[config.mk]
export PLATFORM = sky130hd
export DESIGN_NAME = ordered_value_list
export DESIGN_NICKNAME = d
export VERILOG_FILES = /design/src/ovl_pkg.sv /design/src/ovl_ctrl.sv /design/src/ovl_datapath.sv /design/src/ordered_value_list.sv
export SDC_FILE = /design/constraint.sdc
export NUM_CORES = 1
export LEC_CHECK = 0
export ABC_AREA = 1
export BUFFER_PORTS_ARGS = -buffer_cell sky130_fd_sc_hd__clkbuf_2
export CORE_ASPECT_RATIO = 1.25
export CORE_MARGIN = 5
export CORE_UTILIZATION = 59
export DETAILED_ROUTE_END_ITERATION = 8
export HOLD_SLACK_MARGIN = 0.05
export PLACE_DENSITY = 0.73
export SKIP_LAST_GASP = 1
export SYNTH_ARGS = -nofsm -noshare
export SYNTH_HDL_FRONTEND = slang
export SYNTH_SLANG_ARGS = --single-unit
[constraint.sdc]
create_clock -name clk -period 7.9 [get_ports clk]
set_clock_uncertainty 0.1 [all_clocks]
set_input_delay 0.79 -clock clk [delete_from_list [all_inputs] [get_ports clk]]
set_output_delay 0.79 -clock clk [all_outputs]
set_load 0.05 [all_outputs]
[src/ovl_pkg.sv]
// Package with the item types, codes and control structs of the ordered value list.
`timescale 1ns / 1ps

package ovl_pkg;

    localparam logic [1:0] REQ_INSERT = 2'd0;
    localparam logic [1:0] REQ_REMOVE = 2'd1;
    localparam logic [1:0] REQ_SEARCH = 2'd2;

    localparam logic [1:0] STATUS_OK        = 2'd0;
    localparam logic [1:0] STATUS_EMPTY     = 2'd1;
    localparam logic [1:0] STATUS_NOT_FOUND = 2'd2;
    localparam logic [1:0] STATUS_FULL      = 2'd3;

    typedef struct packed {
        logic [1:0]         req_type;
        logic signed [31:0] value;
    } ovl_in_t;

    typedef struct packed {
        logic [1:0] status;
        logic [3:0] position;
        logic [4:0] entry_count;
    } ovl_out_t;

    typedef struct packed {
        logic load;
        logic walk;
        logic finish;
    } ovl_cmd_t;

    typedef struct packed {
        logic need_walk;
        logic hit;
        logic last;
        logic search;
    } ovl_stat_t;

endpackage

[src/ovl_ctrl.sv]
// Controller state machine that sequences load, walk when needed, and finish for each item.
`timescale 1ns / 1ps

module ovl_ctrl
    import ovl_pkg::*;
(
    input  logic      clk,
    input  logic      rst_n,
    input  logic      start,
    output logic      busy,
    output logic      done,
    output ovl_cmd_t  cmd,
    input  ovl_stat_t stat
);

    typedef enum logic [1:0] {
        S_IDLE,
        S_WALK,
        S_FINISH
    } state_t;

    state_t state_reg;
    state_t state_next;
    logic   done_reg;
    logic   done_next;

    always_comb
    begin
        state_next = state_reg;
        done_next  = 1'b0;
        cmd        = '0;
        case (state_reg)
            S_IDLE:
            begin
                if (start)
                begin
                    cmd.load   = 1'b1;
                    state_next = stat.need_walk ? S_WALK : S_FINISH;
                end
            end
            S_WALK:
            begin
                cmd.walk = 1'b1;
                if (stat.last || (stat.hit && stat.search))
                begin
                    state_next = S_FINISH;
                end
            end
            S_FINISH:
            begin
                cmd.finish = 1'b1;
                done_next  = 1'b1;
                state_next = S_IDLE;
            end
            default:
            begin
                state_next = S_IDLE;
            end
        endcase
    end

    always_ff @(posedge clk or negedge rst_n)
    begin
        if (!rst_n)
        begin
            state_reg <= S_IDLE;
            done_reg  <= 1'b0;
        end
        else
        begin
            state_reg <= state_next;
            done_reg  <= done_next;
        end
    end

    assign busy = (state_reg != S_IDLE);
    assign done = done_reg;

endmodule

[src/ovl_datapath.sv]
// Datapath with the entry memory, the walk pointers, the entry count and the result register.
`timescale 1ns / 1ps

module ovl_datapath
    import ovl_pkg::*;
#(
    parameter int DEPTH = 16
)
(
    input  logic      clk,
    input  logic      rst_n,
    input  ovl_in_t   request,
    input  ovl_cmd_t  cmd,
    output ovl_stat_t stat,
    output ovl_out_t  result
);

    localparam int AW = (DEPTH > 1) ? $clog2(DEPTH) : 1;
    localparam int CW = $clog2(DEPTH + 1);

    logic [31:0]   mem [DEPTH];

    logic [1:0]    req_reg;
    logic [31:0]   value_reg;
    logic [CW-1:0] count_reg;
    logic [CW-1:0] count_next;
    logic [CW-1:0] p_reg;
    logic [CW-1:0] p_next;
    logic [AW-1:0] q_reg;
    logic [AW-1:0] q_next;
    logic          rd_valid_reg;
    logic          rd_valid_next;
    logic [31:0]   rdata_reg;
    logic          found_reg;
    logic          found_next;
    logic [AW-1:0] pos_reg;
    logic [AW-1:0] pos_next;
    ovl_out_t      result_reg;
    ovl_out_t      result_next;

    logic          rd_en;
    logic          wr_en;
    logic [AW-1:0] wr_addr;
    logic [31:0]   wr_data;
    logic          hit;
    logic          q_last;
    logic [1:0]    fin_status;
    logic [AW-1:0] fin_pos;

    assign hit    = rd_valid_reg && !found_reg && (rdata_reg == value_reg);
    assign q_last = ((CW'(q_reg) + CW'(1)) == count_reg);

    assign stat.need_walk = (request.req_type inside {REQ_REMOVE, REQ_SEARCH})
                            && (count_reg != '0);
    assign stat.hit       = hit;
    assign stat.last      = rd_valid_reg && q_last;
    assign stat.search    = (req_reg == REQ_SEARCH);

    always_comb
    begin
        count_next    = count_reg;
        p_next        = p_reg;
        q_next        = q_reg;
        rd_valid_next = rd_valid_reg;
        found_next    = found_reg;
        pos_next      = pos_reg;
        result_next   = result_reg;
        rd_en         = 1'b0;
        wr_en         = 1'b0;
        wr_addr       = q_reg - AW'(1);
        wr_data       = rdata_reg;
        fin_status    = STATUS_OK;
        fin_pos       = '0;

        if (cmd.load)
        begin
            p_next        = '0;
            rd_valid_next = 1'b0;
            found_next    = 1'b0;
        end

        if (cmd.walk)
        begin
            rd_en         = (p_reg < count_reg);
            rd_valid_next = rd_en;
            if (rd_en)
            begin
                p_next = p_reg + CW'(1);
                q_next = p_reg[AW-1:0];
            end
            if (hit)
            begin
                found_next = 1'b1;
                pos_next   = q_reg;
            end
            if (rd_valid_reg && found_reg && (req_reg == REQ_REMOVE))
            begin
                wr_en = 1'b1;
            end
        end

        if (cmd.finish)
        begin
            case (req_reg)
                REQ_INSERT:
                begin
                    if (count_reg == CW'(DEPTH))
                    begin
                        fin_status = STATUS_FULL;
                    end
                    else
                    begin
                        wr_en      = 1'b1;
                        wr_addr    = count_reg[AW-1:0];
                        wr_data    = value_reg;
                        fin_pos    = count_reg[AW-1:0];
                        count_next = count_reg + CW'(1);
                    end
                end
                REQ_REMOVE, REQ_SEARCH:
                begin
                    if (count_reg == '0)
                    begin
                        fin_status = STATUS_EMPTY;
                    end
                    else if (!found_reg)
                    begin
                        fin_status = STATUS_NOT_FOUND;
                    end
                    else
                    begin
                        fin_pos = pos_reg;
                        if (req_reg == REQ_REMOVE)
                        begin
                            count_next = count_reg - CW'(1);
                        end
                    end
                end
                default:
                begin
                    fin_status = STATUS_OK;
                end
            endcase
            result_next.status      = fin_status;
            result_next.position    = 4'(fin_pos);
            result_next.entry_count = 5'(count_next);
        end
    end

    always_ff @(posedge clk)
    begin
        if (wr_en)
        begin
            mem[wr_addr] <= wr_data;
        end
        if (rd_en)
        begin
            rdata_reg <= mem[p_reg[AW-1:0]];
        end
    end

    always_ff @(posedge clk)
    begin
        if (cmd.load)
        begin
            req_reg   <= request.req_type;
            value_reg <= request.value;
        end
        q_reg      <= q_next;
        pos_reg    <= pos_next;
        result_reg <= result_next;
    end

    always_ff @(posedge clk or negedge rst_n)
    begin
        if (!rst_n)
        begin
            count_reg    <= '0;
            p_reg        <= '0;
            rd_valid_reg <= 1'b0;
            found_reg    <= 1'b0;
        end
        else
        begin
            count_reg    <= count_next;
            p_reg        <= p_next;
            rd_valid_reg <= rd_valid_next;
            found_reg    <= found_next;
        end
    end

    assign result = result_reg;

endmodule

[src/ordered_value_list.sv]
// Top level of the ordered value list: controller and datapath joined by command and status.
//
// A request item (insert at tail, remove first match, search) is accepted at a rising
// clock edge where start is high and busy is low. Busy then stays high until the result
// item appears on result, marked by done for exactly one cycle.
// Insert, an unused request code, and remove or search on an empty list skip the walk
// and go from acceptance straight to the finish state. Remove and search walk the entry
// memory from the head, one entry per cycle through its single registered read port,
// over the entries up to the first match for a search, and all current entries for a
// remove or a miss. Remove closes the gap in the same walk, writing each later entry
// one place toward the head.
// A new item may be accepted in the same cycle in which the previous result is shown.
// Reset empties the list at once; the memory contents need no clearing.
// The receiver cannot stall: each result is taken in the cycle in which done is high.
`timescale 1ns / 1ps

module ordered_value_list
    import ovl_pkg::*;
#(
    parameter int DEPTH = 16
)
(
    input  logic     clk,
    input  logic     rst_n,
    input  logic     start,
    output logic     busy,
    input  ovl_in_t  request,
    output logic     done,
    output ovl_out_t result
);

    ovl_cmd_t  cmd;
    ovl_stat_t stat;

    ovl_ctrl u_ctrl (
        .clk   (clk),
        .rst_n (rst_n),
        .start (start),
        .busy  (busy),
        .done  (done),
        .cmd   (cmd),
        .stat  (stat)
    );

    ovl_datapath #(
        .DEPTH (DEPTH)
    ) u_datapath (
        .clk     (clk),
        .rst_n   (rst_n),
        .request (request),
        .cmd     (cmd),
        .stat    (stat),
        .result  (result)
    );

endmodule

==> results by stage <==
Synth:
- The synthesis warning total is 0.
- The number of nets produced by synthesis is ~2100.
- Of the total synthesized cell area, the portion taken by XOR and XNOR cells is less than 1%.
- Synthesis inferred 612 register bits.
- The number of flops mapped to enable cells by yosys is roughly 600.
- The portion of synthesized area spent on multiplexers is less than 1%.
- In the synthesized netlist, the number of instances is about 2000.
- The share of the yosys chip area belonging to registers is between 70% and 80%.
- Dividing the synthesized area by the synthesized cell count gives 12.5 µm².
- The simple-gate portion of the synthesized area is about an eighth.
- The synthesized netlist contains 42 unique library cells.
- Counting flops with an async set or reset pin after synthesis yields a share of under 10%.
- The area of the mapped netlist is around 25000 µm².
- The main combinational cell family by area after synthesis is simple AND/OR/NAND/NOR gates.
- Of the total synthesized cell area, the portion taken by full adders, half adders and majority gates is less than 1%.
- For this run, the leading register cell type out of synthesis is sky130_fd_sc_hd__edfxtp_1.
- Summing the areas of all compound-gate instances in the mapped netlist gives a little under a tenth of the synthesized area.

Worst setup path:
- Along the worst path, the maximum fanout reaches 58.
- The arrival time reported for the critical path endpoint is 4410 ps.
- The stage delay of the slowest cell on the critical path is 1000 ps.
- The top cell family by delay on the critical path is simple AND/OR/NAND/NOR gates.
- The worst reg2reg path endpoint is u_datapath.mem[2][4]$_DFFE_PP_.
- The startpoint class of the critical path is a flop.
- The end point of the critical path is u_datapath.mem[2][4]$_DFFE_PP_.
- Tracing the worst setup path back leads to its startpoint at u_datapath.count_reg[0]$_DFFE_PN0P_.
- Walking the worst path, the cells encountered are inv_1 > ha_1 > nand2_2 > nor2_4 > nand2_4 > nand2_4 > nor2_8 > inv_4 > o21ai_1 > nand3_1 > nor2_4.
- The sort of element at the end of the critical path is a flop.
- The classification of the worst setup path is reg2reg.
- The instance count on the critical path is 11.
- The data required time of the worst path is roughly 8000 ps.
- The critical path buffer and inverter count is 2.
- The startpoint of the worst-slack reg-to-reg timing path is u_datapath.count_reg[0]$_DFFE_PN0P_.
- The standard cell with the maximum stage delay on the critical path is sky130_fd_sc_hd__nor2_4.
- The number of cells on the worst reg-to-reg path is 11.
- The setup check on the worst reg-to-reg path leaves a slack of 3600 ps.

GRT:
- Global routing used a little over a quarter of the available tracks across all layers.
- The residual overflow from global routing is 0.
- The maximum number of pins on one net before global-route repair is between 80 and 90.
- The number of antenna violations at the first check in global routing came to 0.
- The via count of the first global-routing pass is 15300.
- The first-pass GRT wire length is a little over 90 mm.

Placed design:
- The final weighted congestion in routability-driven placement is 0.917.
- Summed over all nets, the half-perimeter wirelength after detailed placement is roughly 39 mm.
- Including well taps, the total number of placed cells is between 2000 and 3000.
- Port buffering added approximately 50 buffers.

Clock network:
- TritonCTS built the clock tree.
- The clock passes through at most 3 buffers.
- The number of H-tree levels is 2.
- Counting the buffers created by CTS gives between 50 and 60.
- Clock tree synthesis selected as its root buffer the cell sky130_fd_sc_hd__clkbuf_16.
- The clock-pin transition on the worst setup and hold timing paths is 60 ps.
- At the later pin of the worst-skew pair, clock insertion delay measures just over 600 ps.
- The tree built by TritonCTS fans out to around 610 sinks.

Detailed routing:
- In the routed design, unresolved DRC markers number 0.
- The detailed-route vias per instance is 6.10.
- Across all layers, the routed design uses around 16000 vias.
- Wires add up to ~63 mm.
- The met2 layer wire length in the routed design is approximately 32 mm.
- Routed signal wires occupy layers up through met4.
- The first-pass iteration count of the detailed router is 5.
- The starting DRC count in detailed routing is 1665.
- In the final routing, the length of wire on met1 measures 23.6 mm.
- The routed design uses 4.32 mm of met3 wire.
- The average routed wire per standard cell is around 24 µm.
- The residual antenna-violating net count after detailed routing is 0.

Finish:
- The library cells used most frequently in the layout, excluding fill and tap cells, are sky130_fd_sc_hd__edfxtp_1, sky130_fd_sc_hd__nor2_1, sky130_fd_sc_hd__nand2_1.
- Once layout is complete, the utilization of the core stands at 65.9%.
- The most frequent standard cell in the layout excluding fill and tap cells is sky130_fd_sc_hd__edfxtp_1.
- The flip-flop count of the largest register, all copies and words added is just over 500.
- After the flow finishes, the layout carries non-filler instances totaling 2645.
- The area growth from synthesis to layout is 10.5%.
- The fraction of layout cells with a size suffix above 1 is 9.59%.
- The repair_antennas step left the layout with diodes totalling 0.
- The count of nets after finishing is around 2100.

Floorplan:
- In this run the horizontal extent of the chip is slightly below 200 µm.
- Pin placement for this block handled 50 I/O pins.
- The core region is ~42000 µm².
- The standard-cell row count is 84.
- The floorplan step set the die height to about 240 µm.
- For this configuration, the core starts out at a cell density of roughly three fifths.
- The area enclosed by the die boundary is approximately 47000 µm².

Power and ir drop:
- In this run the power density over the cells is between 200 and 250 nW/µm².
- VDD sags by at most just over 0.0002 V.
- In this run the static leakage power is about 10 nW.
- The overall power is slightly above 6 mW.

Timing:
- At the pin with the least slew margin, the transition time is 1360 ps.
- The total count of hold-check failures in the final report is 0.
- Setup repair after global routing left no endpoint under its margin.
- Subtracting the final worst setup slack from the clock period gives 4300 ps.
- Headroom to the max-slew limit came out at under 10%.
- Of the available clock period, the critical path in the final layout requires a little over half.
- The setup TNS after final layout is 0 ps.
- Setup violations remaining at the end of the flow were counted as 0.
- The count of pins over their slew limit is 0.
- The hold slack is 250 ps.
- For this run, the top clock speed supported by timing is between 0.2 and 0.25 GHz.

Worst hold path:
- The type of the worst min-delay path is in2reg.

Run status:
- The run finished with clean final reports.

Run:
- The number of max-capacitance violations reported is 0.
## area by class of cell
cell class / count / area (µm²)
inverter: 95 / 364
timing repair buffer: 82 / 495
clock buffer: 67 / 1460
fill: 3035 / 14300
clock inverter: 37 / 290
tap: 559 / 699
sequential: 612 / 18300
multi-input combinational: 1193 / 6090
## cells in the mapped netlist, types with 15 or more instances
| master | number | area share, % |
|---|---|---|
| sky130_fd_sc_hd__nand2_1 | 248 | 3.7 |
| sky130_fd_sc_hd__nand3_1 | 81 | 1.6 |
| sky130_fd_sc_hd__o32ai_1 | 64 | 2.2 |
| sky130_fd_sc_hd__inv_1 | 87 | 1.3 |
| sky130_fd_sc_hd__clkbuf_1 | 72 | 1.1 |
| sky130_fd_sc_hd__o221ai_1 | 19 | 0.66 |
| sky130_fd_sc_hd__nor2_1 | 396 | 5.9 |
| sky130_fd_sc_hd__o21ai_0 | 236 | 4.7 |
| sky130_fd_sc_hd__mux2i_1 | 19 | 0.76 |
| sky130_fd_sc_hd__dfrtp_1 | 15 | 1.5 |
| sky130_fd_sc_hd__buf_2 | 31 | 0.62 |
| sky130_fd_sc_hd__o211ai_1 | 45 | 1.3 |
| sky130_fd_sc_hd__edfxtp_1 | 597 | 71 |
## report_power, final
group          total [mW]  switching, mW  internal (mW)
Sequential           3.51              0           3.51
Combinational      0.0120        0.00527        0.00672
Clock                2.59           1.15           1.45
Total                6.12           1.15           4.96
## through the flow
| stage | setup WS [ps] | cell area (µm²) |
|---|---|---|
| global placement | 3720 | 25900 |
| finish | 3600 | 27700 |
| global route | 3350 | 27700 |
| detailed placement | 3620 | 25900 |
| floorplan | 4350 | 25100 |
| CTS | 3620 | 27700 |
## kinds of logic after synthesis
logic type | after synthesis
AO/OA/AOI/OAI | 389
XOR/XNOR | 19
adder cells (fa/ha/maj) | 14
buffers and inverters | 206
flip-flops | 612
multiplexers | 19
AND/OR/NAND/NOR | 752
## repair_timing
item / in CTS / in global routing
resized for setup: 0 / 0
hold endpoints to repair: 15 / 0
hold buffers: 1 / 0
setup buffers: 0 / 0
## worst min-delay path by stage
stage                                  start                                 end  slack, ps  cells past startpoint
3_3_place_gp   u_datapath.q_reg[1]$_DFFE_PP_     u_datapath.pos_reg[1]$_DFFE_PP_        430                      0
2_1_floorplan  u_datapath.p_reg[0]$_DFF_PN0_       u_datapath.q_reg[0]$_DFFE_PP_        350                      0
6_report                         request[20]  u_datapath.value_reg[20]$_DFFE_PP_        250                      1
3_5_place_dp   u_datapath.p_reg[3]$_DFF_PN0_       u_datapath.q_reg[3]$_DFFE_PP_        450                      0
5_1_grt                          request[15]  u_datapath.value_reg[15]$_DFFE_PP_        230                      1
4_1_cts                          request[15]  u_datapath.value_reg[15]$_DFFE_PP_        220                      1
## per-layer routing
metal	vias up	GRT usage (%)
met3	118	3.70
met4	0	11.2
met2	755	45.9
met5	-	0
li1	7314	-
met1	7944	33.6
## worst register-to-register path: cells and delay by family (launching register included)
| family | cells | cell delay (ps) |
|---|---|---|
| compound gates | 1 | 360 |
| simple gates | 7 | 2300 |
| flops | 1 | 460 |
| buf+inv | 2 | 410 |
| fa+ha+maj | 1 | 270 |
(Power assumes the default switching activity.)
